## config.mk

```make
export PLATFORM = sky130hd
export DESIGN_NAME = tts_ctrl_flat
export DESIGN_NICKNAME = d
export VERILOG_FILES = /design/src/rtl/tts_pkg.sv /design/src/rtl/tts_if.sv /design/src/rtl/tts_ctrl.sv /design/src/flat_wrapper.sv
export SDC_FILE = /design/constraint.sdc
export NUM_CORES = 1
export LEC_CHECK = 0
export ABC_CLOCK_PERIOD_IN_PS = 5600
export BUFFER_PORTS_ARGS = -buffer_cell sky130_fd_sc_hd__buf_2
export CORE_MARGIN = 2
export CORE_UTILIZATION = 45
export CTS_BUF_LIST = sky130_fd_sc_hd__clkbuf_2
export DETAILED_ROUTE_END_ITERATION = 12
export PLACE_DENSITY = 0.64
export RECOVER_POWER = 100
export SYNTH_ARGS = -nofsm -noshare
export SYNTH_HDL_FRONTEND = slang
export SYNTH_SLANG_ARGS = --single-unit
```

## constraint.sdc

```tcl
create_clock -name clk_i -period 5.6 [get_ports clk_i]
set_input_delay 1.12 -clock clk_i [delete_from_list [all_inputs] [get_ports clk_i]]
set_output_delay 1.12 -clock clk_i [all_outputs]
set_load 0.01 [all_outputs]
```

## src/rtl/tts_pkg.sv

```systemverilog
package tts_pkg;

  localparam int unsigned MaxWidth   = 512;
  localparam int unsigned MaxHeight  = 1024;
  localparam int unsigned HalfSize   = MaxWidth * 4;
  localparam int unsigned StoreDepth = 2 * HalfSize;

  localparam int unsigned AddrW    = $clog2(StoreDepth);
  localparam int unsigned OffW     = $clog2(HalfSize);
  localparam int unsigned ColW     = $clog2(MaxWidth);
  localparam int unsigned RowW     = $clog2(MaxHeight);
  localparam int unsigned WidthW   = 10;
  localparam int unsigned HeightW  = 11;
  localparam int unsigned PixW     = 8;
  localparam int unsigned CfgIdxW  = 2;
  localparam int unsigned CfgDataW = 11;

  localparam logic [WidthW-1:0]  WidthReset  = WidthW'(512);
  localparam logic [HeightW-1:0] HeightReset = HeightW'(4);

  typedef enum logic {
    OpPixel = 1'b0,
    OpDrain = 1'b1
  } op_e;

  typedef enum logic [CfgIdxW-1:0] {
    RegImageWidth  = CfgIdxW'(0),
    RegImageHeight = CfgIdxW'(1)
  } cfg_reg_e;

  typedef struct packed {
    logic             wr_en;
    logic [AddrW-1:0] wr_addr;
    logic [PixW-1:0]  wr_data;
    logic             rd_en;
    logic [AddrW-1:0] rd_addr;
  } mem_req_t;

  typedef struct packed {
    logic en;
    logic image_end;
  } rd_tag_t;

endpackage

```

## src/rtl/tts_if.sv

```systemverilog
interface tts_in_if;
  logic                     valid;
  logic                     ready;
  logic                     opcode;
  logic [tts_pkg::PixW-1:0] pixel_in;

  modport source (output valid, output opcode, output pixel_in, input ready);
  modport sink   (input valid, input opcode, input pixel_in, output ready);
endinterface


interface tts_cfg_if;
  logic                         valid;
  logic                         ready;
  logic [tts_pkg::CfgIdxW-1:0]  index;
  logic [tts_pkg::CfgDataW-1:0] data;

  modport source (output valid, output index, output data, input ready);
  modport sink   (input valid, input index, input data, output ready);
endinterface

```

## src/rtl/tts_ctrl.sv

```systemverilog
module tts_ctrl (
  input  logic                 clk_i,
  input  logic                 rst_ni,
  tts_in_if.sink               in_i,
  tts_cfg_if.sink              cfg_i,
  input  logic                 free_i,
  output tts_pkg::mem_req_t    mem_req_o,
  output tts_pkg::rd_tag_t     rd_tag_o
);

  logic [tts_pkg::WidthW-1:0]  width_q, width_d;
  logic [tts_pkg::HeightW-1:0] height_q, height_d;
  logic [tts_pkg::ColW-1:0]    col_q, col_d;
  logic [tts_pkg::RowW-1:0]    row_q, row_d;
  logic                        wr_half_q, wr_half_d;
  logic [tts_pkg::OffW-1:0]    rd_idx_q, rd_idx_d;
  logic                        rd_half_q, rd_half_d;
  logic [1:0]                  ready_q, ready_d;
  logic [1:0]                  final_q, final_d;

  logic [tts_pkg::WidthW-1:0]  w_used;
  logic [tts_pkg::HeightW-1:0] h_used;
  logic                        step;
  logic                        rd_en;
  logic                        rd_last;
  logic                        wr_en;
  logic                        row_end;
  logic                        last_row;
  logic                        band_done;
  logic [1:0]                  ready_mid;
  logic [1:0]                  final_mid;
  logic [tts_pkg::OffW-1:0]    wr_off;

  always_comb begin
    w_used = width_q;
    if (width_q < tts_pkg::WidthW'(8)) begin
      w_used = tts_pkg::WidthW'(8);
    end else if (width_q > tts_pkg::WidthW'(tts_pkg::MaxWidth)) begin
      w_used = tts_pkg::WidthW'(tts_pkg::MaxWidth);
    end
    w_used[2:0] = 3'b000;
    h_used = height_q;
    if (height_q < tts_pkg::HeightW'(4)) begin
      h_used = tts_pkg::HeightW'(4);
    end else if (height_q > tts_pkg::HeightW'(tts_pkg::MaxHeight)) begin
      h_used = tts_pkg::HeightW'(tts_pkg::MaxHeight);
    end
    h_used[1:0] = 2'b00;
  end

  assign in_i.ready  = free_i;
  assign cfg_i.ready = 1'b1;
  assign step        = in_i.valid && free_i;

  assign rd_en   = step && ready_q[rd_half_q];
  assign rd_last = ({1'b0, rd_idx_q} + (tts_pkg::OffW + 1)'(1)) >= {w_used, 2'b00};

  always_comb begin
    ready_mid = ready_q;
    final_mid = final_q;
    if (rd_en && rd_last) begin
      ready_mid[rd_half_q] = 1'b0;
      final_mid[rd_half_q] = 1'b0;
    end
  end

  assign wr_en     = step && (in_i.opcode == tts_pkg::OpPixel) && !ready_mid[wr_half_q];
  assign row_end   = ({1'b0, col_q} + tts_pkg::WidthW'(1)) >= w_used;
  assign last_row  = ({1'b0, row_q} + tts_pkg::HeightW'(1)) >= h_used;
  assign band_done = wr_en && row_end && ((row_q[1:0] == 2'b11) || last_row);
  assign wr_off    = {col_q[tts_pkg::ColW-1:3], row_q[1:0], col_q[2:0]};

  always_comb begin
    width_d   = width_q;
    height_d  = height_q;
    col_d     = col_q;
    row_d     = row_q;
    wr_half_d = wr_half_q;
    rd_idx_d  = rd_idx_q;
    rd_half_d = rd_half_q;
    ready_d   = ready_mid;
    final_d   = final_mid;

    if (cfg_i.valid) begin
      case (cfg_i.index)
        tts_pkg::RegImageWidth:  width_d  = cfg_i.data[tts_pkg::WidthW-1:0];
        tts_pkg::RegImageHeight: height_d = cfg_i.data;
        default: ;
      endcase
    end

    if (rd_en) begin
      if (rd_last) begin
        rd_idx_d  = '0;
        rd_half_d = !rd_half_q;
      end else begin
        rd_idx_d = rd_idx_q + tts_pkg::OffW'(1);
      end
    end

    if (wr_en) begin
      if (!row_end) begin
        col_d = col_q + tts_pkg::ColW'(1);
      end else begin
        col_d = '0;
        row_d = last_row ? '0 : row_q + tts_pkg::RowW'(1);
      end
      if (band_done) begin
        ready_d[wr_half_q] = 1'b1;
        final_d[wr_half_q] = last_row;
        wr_half_d          = !wr_half_q;
      end
    end
  end

  always_ff @(posedge clk_i or negedge rst_ni) begin
    if (!rst_ni) begin
      width_q   <= tts_pkg::WidthReset;
      height_q  <= tts_pkg::HeightReset;
      col_q     <= '0;
      row_q     <= '0;
      wr_half_q <= 1'b0;
      rd_idx_q  <= '0;
      rd_half_q <= 1'b0;
      ready_q   <= 2'b00;
      final_q   <= 2'b00;
    end else begin
      width_q   <= width_d;
      height_q  <= height_d;
      col_q     <= col_d;
      row_q     <= row_d;
      wr_half_q <= wr_half_d;
      rd_idx_q  <= rd_idx_d;
      rd_half_q <= rd_half_d;
      ready_q   <= ready_d;
      final_q   <= final_d;
    end
  end

  assign mem_req_o.wr_en   = wr_en;
  assign mem_req_o.wr_addr = {wr_half_q, wr_off};
  assign mem_req_o.wr_data = in_i.pixel_in;
  assign mem_req_o.rd_en   = rd_en;
  assign mem_req_o.rd_addr = {rd_half_q, rd_idx_q};

  assign rd_tag_o.en        = rd_en;
  assign rd_tag_o.image_end = rd_last && final_q[rd_half_q];

  a_no_write_into_read_half: assert property (@(posedge clk_i) disable iff (!rst_ni)
    (wr_en && rd_en && !rd_last) |-> (wr_half_q != rd_half_q))
    else $error("write hit the half being read");

  a_band_on_row_end: assert property (@(posedge clk_i) disable iff (!rst_ni)
    band_done |=> ready_q[$past(wr_half_q)] && (col_q == '0))
    else $error("band finished without marking its half ready");

  a_readout_restart: assert property (@(posedge clk_i) disable iff (!rst_ni)
    (rd_en && rd_last) |=> (rd_idx_q == '0) && (rd_half_q != $past(rd_half_q)))
    else $error("read-out did not restart on the other half");

endmodule

```

## src/flat_wrapper.sv

```systemverilog
// flat-port wrapper written by rule: the top's interface ports become plain ports
module tts_ctrl_flat 
  (clk_i, rst_ni, free_i, mem_req_o, rd_tag_o, in_i_valid, in_i_opcode, in_i_pixel_in, in_i_ready, cfg_i_valid, cfg_i_index, cfg_i_data, cfg_i_ready);
  tts_in_if in_i_i ();
  tts_cfg_if cfg_i_i ();
  input  logic clk_i;
  input  logic rst_ni;
  input  logic free_i;
  output tts_pkg::mem_req_t mem_req_o;
  output tts_pkg::rd_tag_t rd_tag_o;
  input wire logic [$bits(in_i_i.valid)-1:0] in_i_valid;
  input wire logic [$bits(in_i_i.opcode)-1:0] in_i_opcode;
  input wire logic [$bits(in_i_i.pixel_in)-1:0] in_i_pixel_in;
  output wire logic [$bits(in_i_i.ready)-1:0] in_i_ready;
  input wire logic [$bits(cfg_i_i.valid)-1:0] cfg_i_valid;
  input wire logic [$bits(cfg_i_i.index)-1:0] cfg_i_index;
  input wire logic [$bits(cfg_i_i.data)-1:0] cfg_i_data;
  output wire logic [$bits(cfg_i_i.ready)-1:0] cfg_i_ready;
  assign in_i_i.valid = in_i_valid;
  assign in_i_i.opcode = in_i_opcode;
  assign in_i_i.pixel_in = in_i_pixel_in;
  assign in_i_ready = in_i_i.ready;
  assign cfg_i_i.valid = cfg_i_valid;
  assign cfg_i_i.index = cfg_i_index;
  assign cfg_i_i.data = cfg_i_data;
  assign cfg_i_ready = cfg_i_i.ready;
  tts_ctrl u_core (.clk_i(clk_i), .rst_ni(rst_ni), .in_i(in_i_i), .cfg_i(cfg_i_i), .free_i(free_i), .mem_req_o(mem_req_o), .rd_tag_o(rd_tag_o));
endmodule
```

==> out/qor.csv <==
stage,metric,value,unit
floorplan,Die ar.,8690,um^2
detailed_routing,Vias/cell,5.56,
layout,footprint of the multi-input gates,1980,um^2
cts,Post-CTS Setup Bufs,0,
worst_setup_path,crit end category,output pin,
timing,max_slew headroom,-0.959,
yosys,mux contribution to synthesized area,0.0594,
timing,Clock Skew,0.0109,ns
yosys,Syn Nets,435,
layout,Fillers,754,
yosys,number of synthesis warnings,0,
pwr,Leak,1.70,nW
yosys,synthesized area,3580,um^2
status,status,finished with violations,
yosys,"FFs w/ async S/R, synth",1.00,
placement,dpl ws,1.06,ns
worst_setup_path,worst path required time,4.48,ns
worst_setup_path,RR Endpoint,u_core.row_q[9],
grt,GRT Overall Usage,0.193,
detailed_routing,DRC,0,
floorplan,initial cell density of the core,0.463,
timing,Final TNS setup,0,ns
cts,clock latency on the worst-skew pair,0.48,ns
grt,grt ovf,0,
cts,CTS Buffer Depth,2,
placement,gpl congestion,0.822,
run,max-cap violations,1,
detailed_routing,remaining antenna violation count after routing,0,
yosys,XOR/XNOR share of the synthesized area,0.0538,
worst_setup_path,Critical Path Fanout Max,27,
cts,Post-CTS Hold Buffers,0,
status,failing checks,"capacitance limit, slew limit",
placement,DPL Wire Length,5790,um
timing,Final Hold Fails,0,
worst_setup_path,Critical Path Sink,mem_req_o[33],
timing,unrepaired setup endpoints after global routing,no,
worst_setup_path,Setup CP Type,register to output pin,
cts,clk sink count,54,
layout,fin nets,463,
layout,register area,1350,um^2
yosys,post-synthesis instance total,381,
floorplan,I/O pins,65,
detailed_routing,wire per inst,15.3,um
layout,ratio of cells with drive above 1 in the final layout,0.134,
worst_setup_path,FF-to-FF setup slack,1.73,ns
cts,post-CTS sizing,0,
yosys,Synth Area in Simple Gates,0.180,
worst_setup_path,startpoint types,register,
layout,Final Instance Area,3770,um^2
grt,vias in the first global route,2873,
detailed_routing,initial drt markers,145,
worst_hold_path,worst hold path type,register to register,
floorplan,Core Area,7730,um^2
floorplan,chip width,93.2,um
floorplan,FP Rows,32,
worst_setup_path,arrival time worst endpoint,4.04,ns
detailed_routing,Vias,2847,
worst_setup_path,worst r2r src,u_core.rd_idx_q[0],
grt,first-pass GRT wire length,13400,um
layout,"commonest cells after routing, fill and taps aside","dfrtp_1, nand2_1, o21ai_0",
yosys,Post-synth EDFFs,0,
placement,count of input and output buffers,47,
cts,H-Tree Level Count,2,
yosys,Main synth FF type,dfrtp_1,
yosys,"flops & latches, synth",54,
cts,TritonCTS Buffers,5,
detailed_routing,1st-pass router iterations,4,
layout,# diodes,0,
timing,Final setup viols,0,
grt,pin count of the biggest net entering global routing,55,
layout,final core occ,0.488,
cts,clock-pin slew on the worst setup and hold paths,0.31,ns
placement,Post-DP Area,3790,um^2
worst_setup_path,crit path launch,u_core.rd_idx_q[0],
yosys,Compound-Gate Fraction of Synth Area,0.175,
cts,Root Buffer,clkbuf_2,
floorplan,die height,93.2,um
pwr,Peak VDD IR,0.117,mV
timing,max-slew violation count,55,
worst_setup_path,Reg2Reg Depth,14,
detailed_routing,Routed WL,7830,um
yosys,main combinational cell family by area after synthesis,simple AND/OR/NAND/NOR gates,
yosys,sequential area share after synthesis,0.378,
timing,period utilization,0.921,
pwr,Power Density,272,nW/um^2
timing,setup ws final,0.441,ns
layout,P&R area growth vs syn,5.21,%
yosys,syn avg cell area,9.40,um^2
yosys,Yosys cell types,53,
yosys,post-synthesis adder-cell area fraction,0.0943,
timing,Tmin final,5.16,ns
grt,initial antenna violation count,0,
layout,"commonest non-fill, non-tap cell in the layout",dfrtp_1,
timing,worst slew pin tran,2.94,ns
cts,TritonCTS clock tree,done,
timing,fmax,0.194,GHz
[cell families after synthesis]
kind of cell	Yosys count
xor gates and xnor gates	22
muxes	19
DFF	54
AOI/OAI and AO/OA	93
other	1
buffers and inverters	38
adders and majority gates	27
and+or+nand+nor	127
[synthesized netlist by cell type, types with 2 or more instances]
cell type	n	area, um^2
a21o_1	7	52.6
a21oi_1	8	40.0
and3_1	13	81.3
buf_2	2	10.0
buf_4	17	128
clkbuf_1	10	37.5
dfrtp_1	52	1300
dfstp_2	2	52.6
ha_1	27	338
inv_1	7	26.3
mux2_2	18	203
nand2_1	47	176
nand2b_1	13	81.3
nand3_1	14	70.1
nand4_1	4	25.0
nor2_1	18	67.6
nor3_1	2	10.0
o211ai_1	2	15.0
o21a_1	2	15.0
o21ai_0	40	200
o21ai_1	3	15.0
o22ai_1	3	18.8
o31ai_1	10	75.1
o31ai_2	4	50.1
o41ai_1	3	26.3
or2_2	3	18.8
or3_1	3	18.8
or3_4	2	22.5
xnor2_1	14	123
xor2_1	8	70.1
[worst min path at each step]
stage | cells past startpoint | startpoint | endpoint
after CTS | 1 | u_core.height_q[1] | u_core.height_q[1]
final | 1 | u_core.height_q[1] | u_core.height_q[1]
after global placement | 1 | u_core.height_q[1] | u_core.height_q[1]
after global routing | 1 | u_core.height_q[0] | u_core.height_q[0]
after floorplan | 1 | u_core.height_q[0] | u_core.height_q[0]
after detailed placement | 1 | u_core.height_q[1] | u_core.height_q[1]
[cell type report]
| class | instances | area share |
|---|---|---|
| Sequential cell | 54 | 0.359 |
| Clock buffer | 5 | 0.00664 |
| Inverter | 8 | 0.00797 |
| Tap cell | 102 | 0.0339 |
| Multi-Input combinational cell | 289 | 0.525 |
| Timing Repair Buffer | 51 | 0.0591 |
| Clock inverter | 3 | 0.00764 |
[metrics by stage]
stage | total power [W] | cells | hold slack [ns]
after floorplan | 0.000762 | 381 | 0.481
after CTS | 0.00105 | 512 | 0.564
after global routing | 0.00110 | 512 | 0.584
after detailed placement | 0.000866 | 504 | 0.506
final | 0.00102 | 512 | 0.560
after global placement | 0.000854 | 504 | 0.504
[critical path: stages (launching register included)]
cell      delay, ns
dfrtp_1        0.50
ha_1           0.24
nand2_1        0.08
or2_2          0.35
nor2_1         0.15
xor2_1         0.22
ha_1           0.28
a21o_1         0.17
a221o_1        0.34
a31o_1         0.23
o21a_1         0.26
o32ai_4        0.21
buf_4          0.31
nor2_1         0.08
clkbuf_1       0.13
[state kept, by name (all words and copies together), names as in the netlist]
name              count
u_core.wr_half_q      1
u_core.row_q         10
u_core.col_q          9
u_core.ready_q        2
u_core.width_q        7
u_core.rd_half_q      1
u_core.final_q        2
u_core.height_q      11
u_core.rd_idx_q      11
[metal layers]
| layer | wire [um] | part of all wire | GRT usage |
|---|---|---|---|
| met5 | 0 | 0 | 0 |
| met4 | 143 | 0.018 | 0.0637 |
| met3 | 354 | 0.045 | 0.0282 |
| met2 | 3800 | 0.49 | 0.322 |
| met1 | 3520 | 0.45 | 0.259 |
[power by group]
group          total (W)  internal (W)  switching, W
sequential      0.000519      0.000449     0.0000696
clock           0.000181     0.0000366      0.000144
combinational   0.000323      0.000130      0.000193
total            0.00102      0.000616      0.000407
(Power assumes the default switching activity.)
