### src/rtl/tts_pkg.sv
package tts_pkg;

  localparam int unsigned MaxWidth   = 512;
  localparam int unsigned MaxHeight  = 1024;
  localparam int unsigned HalfSize   = MaxWidth * 4;
  localparam int unsigned StoreDepth = 2 * HalfSize;

  localparam int unsigned AddrW    = $clog2(StoreDepth);
  localparam int unsigned OffW     = $clog2(HalfSize);
  localparam int unsigned ColW     = $clog2(MaxWidth);
  localparam int unsigned RowW     = $clog2(MaxHeight);
  localparam int unsigned WidthW   = 10;
  localparam int unsigned HeightW  = 11;
  localparam int unsigned PixW     = 8;
  localparam int unsigned CfgIdxW  = 2;
  localparam int unsigned CfgDataW = 11;

  localparam logic [WidthW-1:0]  WidthReset  = WidthW'(512);
  localparam logic [HeightW-1:0] HeightReset = HeightW'(4);

  typedef enum logic {
    OpPixel = 1'b0,
    OpDrain = 1'b1
  } op_e;

  typedef enum logic [CfgIdxW-1:0] {
    RegImageWidth  = CfgIdxW'(0),
    RegImageHeight = CfgIdxW'(1)
  } cfg_reg_e;

  typedef struct packed {
    logic             wr_en;
    logic [AddrW-1:0] wr_addr;
    logic [PixW-1:0]  wr_data;
    logic             rd_en;
    logic [AddrW-1:0] rd_addr;
  } mem_req_t;

  typedef struct packed {
    logic en;
    logic image_end;
  } rd_tag_t;

endpackage

### src/rtl/tts_if.sv


interface tts_out_if;
  logic                     valid;
  logic                     ready;
  logic [tts_pkg::PixW-1:0] pixel_out;
  logic                     image_end;

  modport source (output valid, output pixel_out, output image_end, input ready);
  modport sink   (input valid, input pixel_out, input image_end, output ready);
endinterface


### src/rtl/tts_out_stage.sv
module tts_out_stage (
  input  logic                      clk_i,
  input  logic                      rst_ni,
  input  tts_pkg::rd_tag_t          rd_tag_i,
  input  logic [tts_pkg::PixW-1:0]  rd_data_i,
  output logic                      free_o,
  tts_out_if.source                 out_o
);

  logic                     s1_valid_q, s1_valid_d;
  logic                     s1_end_q;
  logic                     out_valid_q, out_valid_d;
  logic [tts_pkg::PixW-1:0] pix_q;
  logic                     end_q;
  logic                     s1_move;

  assign s1_move = !out_valid_q || out_o.ready;
  assign free_o  = !s1_valid_q || s1_move;

  always_comb begin
    s1_valid_d = s1_valid_q;
    if (rd_tag_i.en) begin
      s1_valid_d = 1'b1;
    end else if (s1_move) begin
      s1_valid_d = 1'b0;
    end
    out_valid_d = s1_move ? s1_valid_q : out_valid_q;
  end

  always_ff @(posedge clk_i or negedge rst_ni) begin
    if (!rst_ni) begin
      s1_valid_q  <= 1'b0;
      out_valid_q <= 1'b0;
    end else begin
      s1_valid_q  <= s1_valid_d;
      out_valid_q <= out_valid_d;
    end
  end

  always_ff @(posedge clk_i) begin
    if (rd_tag_i.en) begin
      s1_end_q <= rd_tag_i.image_end;
    end
    if (s1_move && s1_valid_q) begin
      pix_q <= rd_data_i;
      end_q <= s1_end_q;
    end
  end

  assign out_o.valid     = out_valid_q;
  assign out_o.pixel_out = pix_q;
  assign out_o.image_end = end_q;

  a_read_only_when_free: assert property (@(posedge clk_i) disable iff (!rst_ni)
    rd_tag_i.en |-> free_o)
    else $error("memory read issued into a full stage");

  a_s1_holds: assert property (@(posedge clk_i) disable iff (!rst_ni)
    (s1_valid_q && !s1_move) |=> s1_valid_q && $stable(s1_end_q))
    else $error("read stage lost its transaction");

  a_s1_advances: assert property (@(posedge clk_i) disable iff (!rst_ni)
    (s1_valid_q && s1_move) |=> out_valid_q)
    else $error("read stage advanced without filling the output");

endmodule

### src/flat_wrapper.sv
// flat-port wrapper written by rule: the top's interface ports become plain ports
module tts_out_stage_flat 
  (clk_i, rst_ni, rd_tag_i, rd_data_i, free_o, out_o_valid, out_o_pixel_out, out_o_image_end, out_o_ready);
  tts_out_if out_o_i ();
  input  logic clk_i;
  input  logic rst_ni;
  input  tts_pkg::rd_tag_t rd_tag_i;
  input  logic [tts_pkg::PixW-1:0] rd_data_i;
  output logic free_o;
  output wire logic [$bits(out_o_i.valid)-1:0] out_o_valid;
  output wire logic [$bits(out_o_i.pixel_out)-1:0] out_o_pixel_out;
  output wire logic [$bits(out_o_i.image_end)-1:0] out_o_image_end;
  input wire logic [$bits(out_o_i.ready)-1:0] out_o_ready;
  assign out_o_valid = out_o_i.valid;
  assign out_o_pixel_out = out_o_i.pixel_out;
  assign out_o_image_end = out_o_i.image_end;
  assign out_o_i.ready = out_o_ready;
  tts_out_stage u_core (.clk_i(clk_i), .rst_ni(rst_ni), .rd_tag_i(rd_tag_i), .rd_data_i(rd_data_i), .free_o(free_o), .out_o(out_o_i));
endmodule
### config.mk
export PLATFORM = sky130hd
export DESIGN_NAME = tts_out_stage_flat
export DESIGN_NICKNAME = d
export VERILOG_FILES = /design/src/rtl/tts_pkg.sv /design/src/rtl/tts_if.sv /design/src/rtl/tts_out_stage.sv /design/src/flat_wrapper.sv
export SDC_FILE = /design/constraint.sdc
export NUM_CORES = 1
export LEC_CHECK = 0
export ABC_AREA = 1
export BUFFER_PORTS_ARGS = -buffer_cell sky130_fd_sc_hd__buf_2
export CAP_MARGIN = 10
export CORE_AREA = 2 2 39 41
export CTS_CLUSTER_SIZE = 16
export DETAILED_ROUTE_END_ITERATION = 7
export DIE_AREA = 0 0 41 43
export GPL_ROUTABILITY_DRIVEN = 1
export PLACE_DENSITY = 0.67
export SYNTH_ARGS = -nofsm -noshare
export SYNTH_HDL_FRONTEND = slang
export SYNTH_SLANG_ARGS = --single-unit
### constraint.sdc
create_clock -name clk_i -period 1.2 [get_ports clk_i]
set_input_delay 0.18 -clock clk_i [delete_from_list [all_inputs] [get_ports clk_i]]
set_output_delay 0.18 -clock clk_i [all_outputs]
set_load 0.02 [all_outputs]
==> results of run 1 <==
-- area by class of cell --
| class | instances | area share, % |
|---|---|---|
| sequential | 12 | 61.14 |
| timing repair buffer | 25 | 23.14 |
| multi-input combinational | 5 | 5.677 |
| clock buffer | 3 | 3.930 |
| tap | 16 | 3.493 |
| inverter | 3 | 1.965 |
| clock inverter | 1 | 0.6550 |
-- power by group --
group          internal, mW  switching, mW
Sequential            0.488        0.00982
Clock                 0.120          0.120
Combinational        0.0431         0.0679
Total                 0.651          0.198
-- cells in the final DEF, fill, tap and decap left out, drive strengths merged --
master	instances
dlygate4sd3	1
nand2	3
a21oi	1
buf	24
inv	3
clkbuf	3
nand3	1
dfrtp	2
clkinv	1
edfxtp	10
-- state kept, by name (all words and copies together) (netlist names) --
register                count
u_core.out_o.image_end      1
u_core.out_o.pixel_out      8
u_core.out_o.valid          1
u_core.s1_end_q             1
u_core.s1_valid_q           1
-- critical path, cell delays in order, from the launching register on --
cell and delay [ns]:
dfrtp_1 0.42, nand3_2 0.10, buf_2 0.16
-- synthesized netlist by cell type --
library cell,instances,share of area (%)
a21oi_1,1,1.3
nand3_2,1,2.6
edfxtp_1,10,77
inv_1,2,1.9
nand2_2,1,1.6
inv_2,1,0.96
dfrtp_1,2,13
nand2_1,2,1.9
-- logic make-up after synthesis --
family                 synth area share [%]
AND/OR/NAND/NOR                       6.092
flip-flops                            89.74
AO/OA/AOI/OAI                         1.281
buffers and inverters                 2.884
-- through the flow --
stage | hold WS (ns) | cells
detailed placement | -0.03335 | 60
floorplan | -0.1156 | 20
CTS | 0.07950 | 65
global route | 0.07464 | 65
global placement | -0.03424 | 60
finish | 0.08882 | 65
-- path summary, 6_finish.rpt --
kind / startpoint / end / slack, ns / cells after the start
setup / recovery: u_core.out_o.valid / free_o / 0.08 / 2
hold / removal: rd_tag_i[0] / u_core.s1_end_q / 0.09 / 1
max in group asynchronous: rst_ni / u_core.out_o.valid / 0.89 / 2
setup reg to reg: u_core.out_o.valid / u_core.out_o.pixel_out[5] / 0.18 / 2
hold reg to reg: u_core.s1_end_q / u_core.out_o.image_end / 0.42 / 0
min in group asynchronous: rst_ni / u_core.s1_valid_q / 0.22 / 2
-- per-layer routing --
metal	part of all wire, %	GRT usage (%)	vias to the layer above
li1	-	-	127
met1	44	9.966	104
met2	38	11.25	23
met3	17	5.236	0
met4	0	8.000	0
met5	0	0	-
==> flow_summary_export.csv, run 1 <==
group,metric,value,unit
status,status,"complete, no violations",
synthesis,ys_seq_area_share,89.74,%
timing,slew_headroom,90.06,%
place,place_area,536.8,um2
timing,hold_violations,0,
setup_path,cp.arrival,0.94,ns
setup_path,end_kind,"primary output",
grt,grt_remaining_overflow,0,
detailed_routing,avgRoutedWirePerCell,10.02,um
detailed_routing,drt_wl_total,651,um
floorplanning,coreArea,1384,um2
finish,areaGrowthSynthToFinish,46.80,%
timing,min_period_over_period,93.29,%
detailed_routing,drt-initial-drc-count,1,
clock_network,cts-hold-fix-buffers,1,
finish,finish.instance_area,573.1,um2
timing,rsz0062_at_grt,"no",
floorplanning,die-width,41,um
floorplanning,die_h,43,um
grt,grt_usage,8.914,%
detailed_routing,first_pass_iters,2,
grt,grt_pass1_wl,972,um
finish,layout.nets,63,
clock_network,clockBufferDepth,2,
finish,multi_input_comb_area,32.53,um2
setup_path,critPathLaunchType,"register",
detailed_routing,drc,0,
synthesis,syn_nets,33,
pwr,ir_drop,0.5897,mV
pwr,power_density,1481,nW/um2
synthesis,ys_seq_elements,12,
setup_path,path_class,"register to primary output",
floorplanning,io_pins,24,
synthesis,avgSynthCellArea,19.52,um2
setup_path,cp_max_fo,4,
floorplanning,die_area,1763,um2
synthesis,synth_cells,20,
clock_network,cts_tree,"built",
finish,fill_cells,129,
synthesis,syn_area,390.4,um2
finish,seq_area,350.3,um2
clock_network,clkLatencyLatePin,0.26,ns
synthesis,synth_cell_type_count,8,
grt,grt_pass1_vias,247,
place,io_buffers,23,
timing,setup_viol,0,
pwr,leakage,0.2607,nW
setup_path,worstPathRequired,1.02,ns
clock_network,cts_resized,0,
detailed_routing,drtAntennaViolNets,0,
grt,antenna_found_initial,0,
timing,fin_ws,0.08058,ns
detailed_routing,vias,254,
pwr,p_total,848.9,uW
job,drv_cap,0,
floorplanning,initial_core_util,28.21,%
min_path,min-delay-path-class,"primary input to register",
place,dpl_worst_slack,0.1703,ns
clock_network,h-tree-depth,1,
clock_network,root_buffer,"clkbuf_4",
timing,fmax,893.3,MHz
grt,grt_start_max_net_pins,10,
timing,drv_slew,0,
timing,worst_slew_pin_slew,0.1491,ns
clock_network,post-cts-setup-buffers,0,
clock_network,clock_sinks,12,
timing,fin_setup_tns,0,ns
finish,n_antenna_cell,0,
place,gp_congestion,0.6015,
finish,fin_util,41.41,%
detailed_routing,viasPerCell,3.908,
clock_network,numCtsBuffers,3,
timing,skew,0.003268,ns
finish,drive_above_1_share,63.27,%
clock_network,clk_pin_slew,0.07,ns
floorplanning,rows,14,
synthesis,ys_warn_count,0,
timing,finalCriticalPeriod,1.119,ns
No activity file was read; power rests on OpenSTA's default activity.
==> inputs of run 2 (changes only) <==
ABC_AREA = unset   (was 1)
==> run 2 against run 1 <==
Against the previous run:
- synthesized cell count down 10%
- via count rose by 0.79%
- fmax is 3.3% lower
- core utilization up 1.5 points
- routed wire length is 8.0% higher
- register-to-register slack lost 0.03 ns
- first-iteration DRC count rose by 100%
- largest power group unchanged
==> flow_summary_export.csv, run 2 <==
group,metric,value,unit
setup_path,end_kind,"primary output",
synthesis,synth_cell_type_count,7,
timing,drv_slew,0,
synthesis,synth_top_area_share,77.67,%
place,io_buffers,23,
finish,final_cell_mix,"buf_2, edfxtp_1, clkbuf_4",
clock_network,clockBufferDepth,2,
timing,fin_setup_tns,0,ns
clock_network,h-tree-depth,1,
floorplanning,initial_core_util,27.94,%
setup_path,cp.arrival,0.98,ns
detailed_routing,drtAntennaViolNets,0,
pwr,power_density,1457,nW/um2
floorplanning,coreArea,1384,um2
synthesis,syn_nets,31,
place,gp_congestion,0.5324,
synthesis,synth_top_cells_by_count,"edfxtp_1, dfrtp_1, nand2b_1",
grt,grt_pass1_vias,262,
grt,grt_remaining_overflow,0,
finish,fin_util,42.95,%
clock_network,post-cts-setup-buffers,0,
finish,areaGrowthSynthToFinish,53.72,%
detailed_routing,viasPerCell,4.063,
setup_path,cp_cell_sequence,"nor2b_4 > nand2_2 > buf_6",
floorplanning,rows,14,
synthesis,ys.flop_type,"edfxtp_1",
grt,antenna_found_initial,0,
synthesis,syn_area,386.6,um2
clock_network,root_buffer,"clkbuf_4",
synthesis,avgSynthCellArea,21.48,um2
clock_network,clock_sinks,12,
setup_path,slowest_delay,0.36,ns
setup_path,critPathLaunchType,"register",
synthesis,synth_area_leaders,"edfxtp_1, dfrtp_1, nand2b_1",
synthesis,async_reset_ff_share,16.67,%
clock_network,cts_tree,"built",
pwr,leakage,0.2636,nW
synthesis,synth-edff-count,10,
synthesis,ys_warn_count,0,
timing,hold_violations,0,
timing,min_period_over_period,96.46,%
timing,fmax,863.9,MHz
timing,slew_headroom,91.57,%
timing,setup_viol,0,
synthesis,synth_cells,18,
detailed_routing,drt_wl_total,703,um
floorplanning,die_area,1763,um2
min_path,min-delay-path-class,"primary input to register",
detailed_routing,vias,256,
pwr,p_total,866.2,uW
finish,final_common_cell,"buf_2",
clock_network,clk_pin_slew,0.07,ns
finish,largest_reg_flops,8,
setup_path,cp_max_fo,3,
setup_path,critPathSlowestCell,"dfrtp_1",
synthesis,synth_top_area_cell,"edfxtp_1",
synthesis,ys_seq_area_share,90.61,%
detailed_routing,first_pass_iters,3,
finish,n_antenna_cell,0,
clock_network,numCtsBuffers,3,
grt,grt_start_max_net_pins,10,
timing,finalCriticalPeriod,1.158,ns
status,status,"complete, no violations",
detailed_routing,drc,0,
floorplanning,die_h,43,um
floorplanning,io_pins,24,
floorplanning,die-width,41,um
detailed_routing,drt-initial-drc-count,2,
timing,worst_slew_pin_slew,0.1265,ns
pwr,ir_drop,0.6442,mV
finish,drive_above_1_share,61.70,%
synthesis,ys_seq_elements,12,
synthesis,yosysMostFrequentCell,"edfxtp_1",
grt,grt_pass1_wl,986,um
clock_network,clkLatencyLatePin,0.26,ns
job,drv_cap,0,
finish,layout.nets,61,
timing,skew,0.003789,ns
detailed_routing,avgRoutedWirePerCell,11.16,um
setup_path,path_class,"register to primary output",
setup_path,worstPathRequired,1.02,ns
timing,rsz0062_at_grt,"yes",
grt,grt_usage,8.736,%
## run 2: changes by cell type in the layout (fill, tap and decap cells not counted), sizes merged
| cell | change |
|---|---|
| nor2b | +1 |
| nand2 | -2 |
| inv | -3 |
| a21o | +1 |
| a21oi | -1 |
| and2 | +1 |
| nand2b | +2 |
| nand3 | -1 |
## run 2: power by group
group / switching (mW) / internal (mW)
clock network: 0.121 / 0.120
registers: 0.00938 / 0.488
logic: 0.0691 / 0.0586
total: 0.199 / 0.667
## run 2: layer usage
metal / up-vias / track usage [%] / routed length [um]
li1: 124 / - / -
met1: 108 / 9.375 / 306
met2: 24 / 13.44 / 298
met3: 0 / 3.141 / 98
met4: 0 / 6.000 / 0
met5: - / 0 / 0
## run 2: layout make-up
cell class / instances / area (um2)
tap: 16 / 20.02
clock buffer: 3 / 22.52
timing repair buffer: 25 / 151.4
clock inverter: 1 / 3.754
multi-input combinational: 6 / 46.29
fill: 137 / 789.5
sequential: 12 / 350.3
## run 2: through the flow
| stage | cells | setup WS, ns | instance area (um2) | hold WS [ns] |
|---|---|---|---|---|
| 6_report | 63 | 0.04249 | 594.3 | 0.08610 |
| 5_1_grt | 63 | -0.03157 | 594.3 | 0.06719 |
| 4_1_cts | 63 | 0.009481 | 583.1 | 0.07353 |
| 3_5_place_dp | 58 | 0.1574 | 541.8 | -0.03272 |
| 3_3_place_gp | 58 | 0.1757 | 541.8 | -0.03243 |
| 2_1_floorplan | 18 | 0.01290 | 386.6 | -0.1156 |
## run 2: path summary, 6_finish.rpt
check                      slack (ns)  cells past startpoint                     end               start
max in group asynchronous        0.88                      2      u_core.out_o.valid              rst_ni
min                              0.09                      1         u_core.s1_end_q         rd_tag_i[0]
max reg2reg                      0.15                      3  u_core.out_o.image_end  u_core.out_o.valid
min reg2reg                      0.45                      0  u_core.out_o.image_end     u_core.s1_end_q
min in group asynchronous        0.23                      2       u_core.s1_valid_q              rst_ni
max                              0.04                      3                  free_o  u_core.out_o.valid
## run 2: what timing repair did
| item | CTS | global route |
|---|---|---|
| cloned | 0 | 0 |
| endpoints found under the hold margin | 2 | 0 |
| resized for setup | 2 | 3 |
| hold buffers | 1 | 0 |
| setup endpoints to repair | 1 | 1 |
## run 2: kinds of logic after synthesis
family / Yosys count / synth area share (%)
flip-flops: 12 / 90.62
AO/OA/AOI/OAI: 1 / 1.942
AND/OR/NAND/NOR: 5 / 7.444
## run 2: critical path, delay by kind of cell, from the launching register on
family / cells / cell delay, ns
buf+inv: 1 / 0.13
flops: 1 / 0.36
simple gates: 2 / 0.22
==> inputs of run 3 (changes only) <==
CAP_MARGIN = 15   (was 10)
PLACE_DENSITY = 0.65   (was 0.67)
clock period = 1.28 ns   (was 1.2 ns; I/O delays follow)
==> run 3 against run 2 <==
Against the previous run:
- core utilization fell by 1.9 points
- die area did not move
- critical endpoint unchanged
- total power fell by 8.2%
- register-to-register slack got worse by 0.04 ns
- design area fell by 4.4%
- sequential power fell by 6.2%
- hold slack improved by 0.018 ns
- setup slack improved by 0.053 ns
- via count rose by 2.0%
- routed wire length fell by 0.14%
==> flow_summary_export.csv, run 3 (same netlist as run 2, synthesis figures left out) <==
group,metric,value,unit
place,gp_congestion,0.5714,
pwr,p_seq_share,58.7,%
pwr,power_density,1400,nW/um2
finish,largest_reg_flops,8,
clock_network,post-cts-setup-buffers,0,
detailed_routing,drtAntennaViolNets,0,
timing,fin_setup_tns,0,ns
grt,grt_usage,8.830,%
grt,antenna_found_initial,0,
status,status,"complete, no violations",
timing,skew,0.001425,ns
setup_path,worstPathRequired,1.09,ns
floorplanning,die_area,1763,um2
finish,drive_above_1_share,58.70,%
pwr,p_comb_share,12.9,%
setup_path,critical-path-top-delay-family,"flip-flops",
pwr,ir_drop,0.5952,mV
floorplanning,die-width,41,um
clock_network,clockBufferDepth,2,
pwr,swShare,23.02,%
finish,fill_cells,133,
setup_path,cp_max_fo,3,
min_path,hold_path_depth,1,
detailed_routing,viasPerCell,4.210,
place,io_buffers,23,
detailed_routing,drc,0,
finish,finish.instance_area,568.0,um2
pwr,power.switching,183.0,uW
floorplanning,rows,14,
setup_path,crit_buf_inv,1,
clock_network,cts_tree,"built",
finish,instances_no_fill,62,
finish,final_common_cell,"buf_2",
grt,grt_start_max_net_pins,10,
timing,finalCriticalPeriod,1.184,ns
timing,min_period_over_period,92.51,%
timing,hold_violations,0,
clock_network,h-tree-depth,1,
setup_path,path_depth,3,
detailed_routing,drt_wl_total,702,um
setup_path,cp.arrival,0.99,ns
timing,drv_slew,0,
finish,final_cell_mix,"buf_2, edfxtp_1, clkbuf_4",
setup_path,critPathSlowestCell,"dfrtp_1",
place,dpl.cell_count,57,
detailed_routing,vias,261,
grt,grt_remaining_overflow,0,
finish,areaGrowthSynthToFinish,46.93,%
pwr,p_total,795.2,uW
detailed_routing,first_pass_iters,3,
timing,setup_viol,0,
finish,n_antenna_cell,0,
job,drv_cap,0,
pwr,leakage,0.2527,nW
setup_path,path_class,"register to primary output",
detailed_routing,drt-initial-drc-count,1,
setup_path,critPathLaunchType,"register",
pwr,p_int,612.1,uW
floorplanning,initial_core_util,27.94,%
floorplanning,die_h,43,um
clock_network,numCtsBuffers,3,
detailed_routing,avgRoutedWirePerCell,11.32,um
setup_path,slowest_delay,0.37,ns
pwr,p_clk_share,28.4,%
setup_path,cp_cell_sequence,"nor2b_4 > nand2_1 > buf_4",
clock_network,root_buffer,"clkbuf_4",
timing,slew_headroom,75.41,%
grt,grt_pass1_wl,910,um
setup_path,r2r_cells,2,
setup_path,end_kind,"primary output",
finish,layout.nets,60,
timing,rsz0062_at_grt,"no",
place,place_area,521.8,um2
floorplanning,coreArea,1384,um2
clock_network,clk_pin_slew,0.07,ns
timing,worst_slew_pin_slew,0.3689,ns
grt,grt_pass1_vias,229,
clock_network,clock_sinks,12,
min_path,min-delay-path-class,"primary input to register",
clock_network,clkLatencyLatePin,0.26,ns
timing,fmax,844.5,MHz
floorplanning,io_pins,24,
run 3: cell types whose count changed in the layout (fill, tap and decap cells not counted), sizes merged:
cell | previous run | this run
buf | 24 | 23
run 3: metal layers:
| layer | up-vias | routed length [um] | global-route usage (%) |
|---|---|---|---|
| met2 | 23 | 286 | 11.56 |
| met5 | - | 0 | 0 |
| met3 | 0 | 104 | 7.853 |
| li1 | 122 | - | - |
| met1 | 116 | 311 | 8.651 |
| met4 | 0 | 0 | 6.000 |
run 3: per-stage QoR:
stage          hold slack, ns  utilization (%)  setup WS [ns]
3_3_place_gp         -0.02034            37.70         0.1486
6_report               0.1042            41.05        0.09593
2_1_floorplan         -0.1036                -        0.09290
5_1_grt               0.07312            41.05        0.02703
4_1_cts               0.09106            40.33        0.02581
3_5_place_dp         -0.01927            37.70         0.1006
run 3: power groups by stage:
| stage | sequential, mW | clock, mW | combinational (mW) |
|---|---|---|---|
| after floorplan | 0.506 | 0 | 0.0204 |
| after global placement | 0.475 | 0 | 0.0967 |
| after detailed placement | 0.475 | 0 | 0.0972 |
| after CTS | 0.467 | 0.244 | 0.0999 |
| after global routing | 0.469 | 0.265 | 0.111 |
| final | 0.467 | 0.226 | 0.102 |
run 3: timing repair:
action | 4_1_cts | 5_1_grt
endpoints found under the setup margin | 0 | 1
endpoints found under the hold margin | 2 | 0
hold buffers | 1 | 0
resized for setup | 0 | 3
run 3: layout make-up:
class                   instances  area [um2]  area share [%]
flip-flops and latches         12       350.3           61.67
multi-input cells               6       43.79           7.709
clock inverters                 1       3.754          0.6608
well taps                      16       20.02           3.524
clock buffers                   3       22.52           3.965
repair buffers                 24       127.6           22.47
run 3: path summary, 6_finish.rpt:
check                      slack (ns)                from                        end
max                               0.1  u_core.out_o.valid                     free_o
min                              0.10        rd_data_i[5]  u_core.out_o.pixel_out[5]
max reg2reg                      0.11  u_core.out_o.valid  u_core.out_o.pixel_out[0]
min reg2reg                      0.43     u_core.s1_end_q     u_core.out_o.image_end
max in group asynchronous        0.94              rst_ni          u_core.s1_valid_q
min in group asynchronous        0.24              rst_ni         u_core.out_o.valid
run 3: worst register-to-register path, delay by kind of cell (launching register included):
| kind | cells | cell delay, ns |
|---|---|---|
| DFF | 1 | 0.40 |
| and+or+nand+nor | 2 | 0.44 |
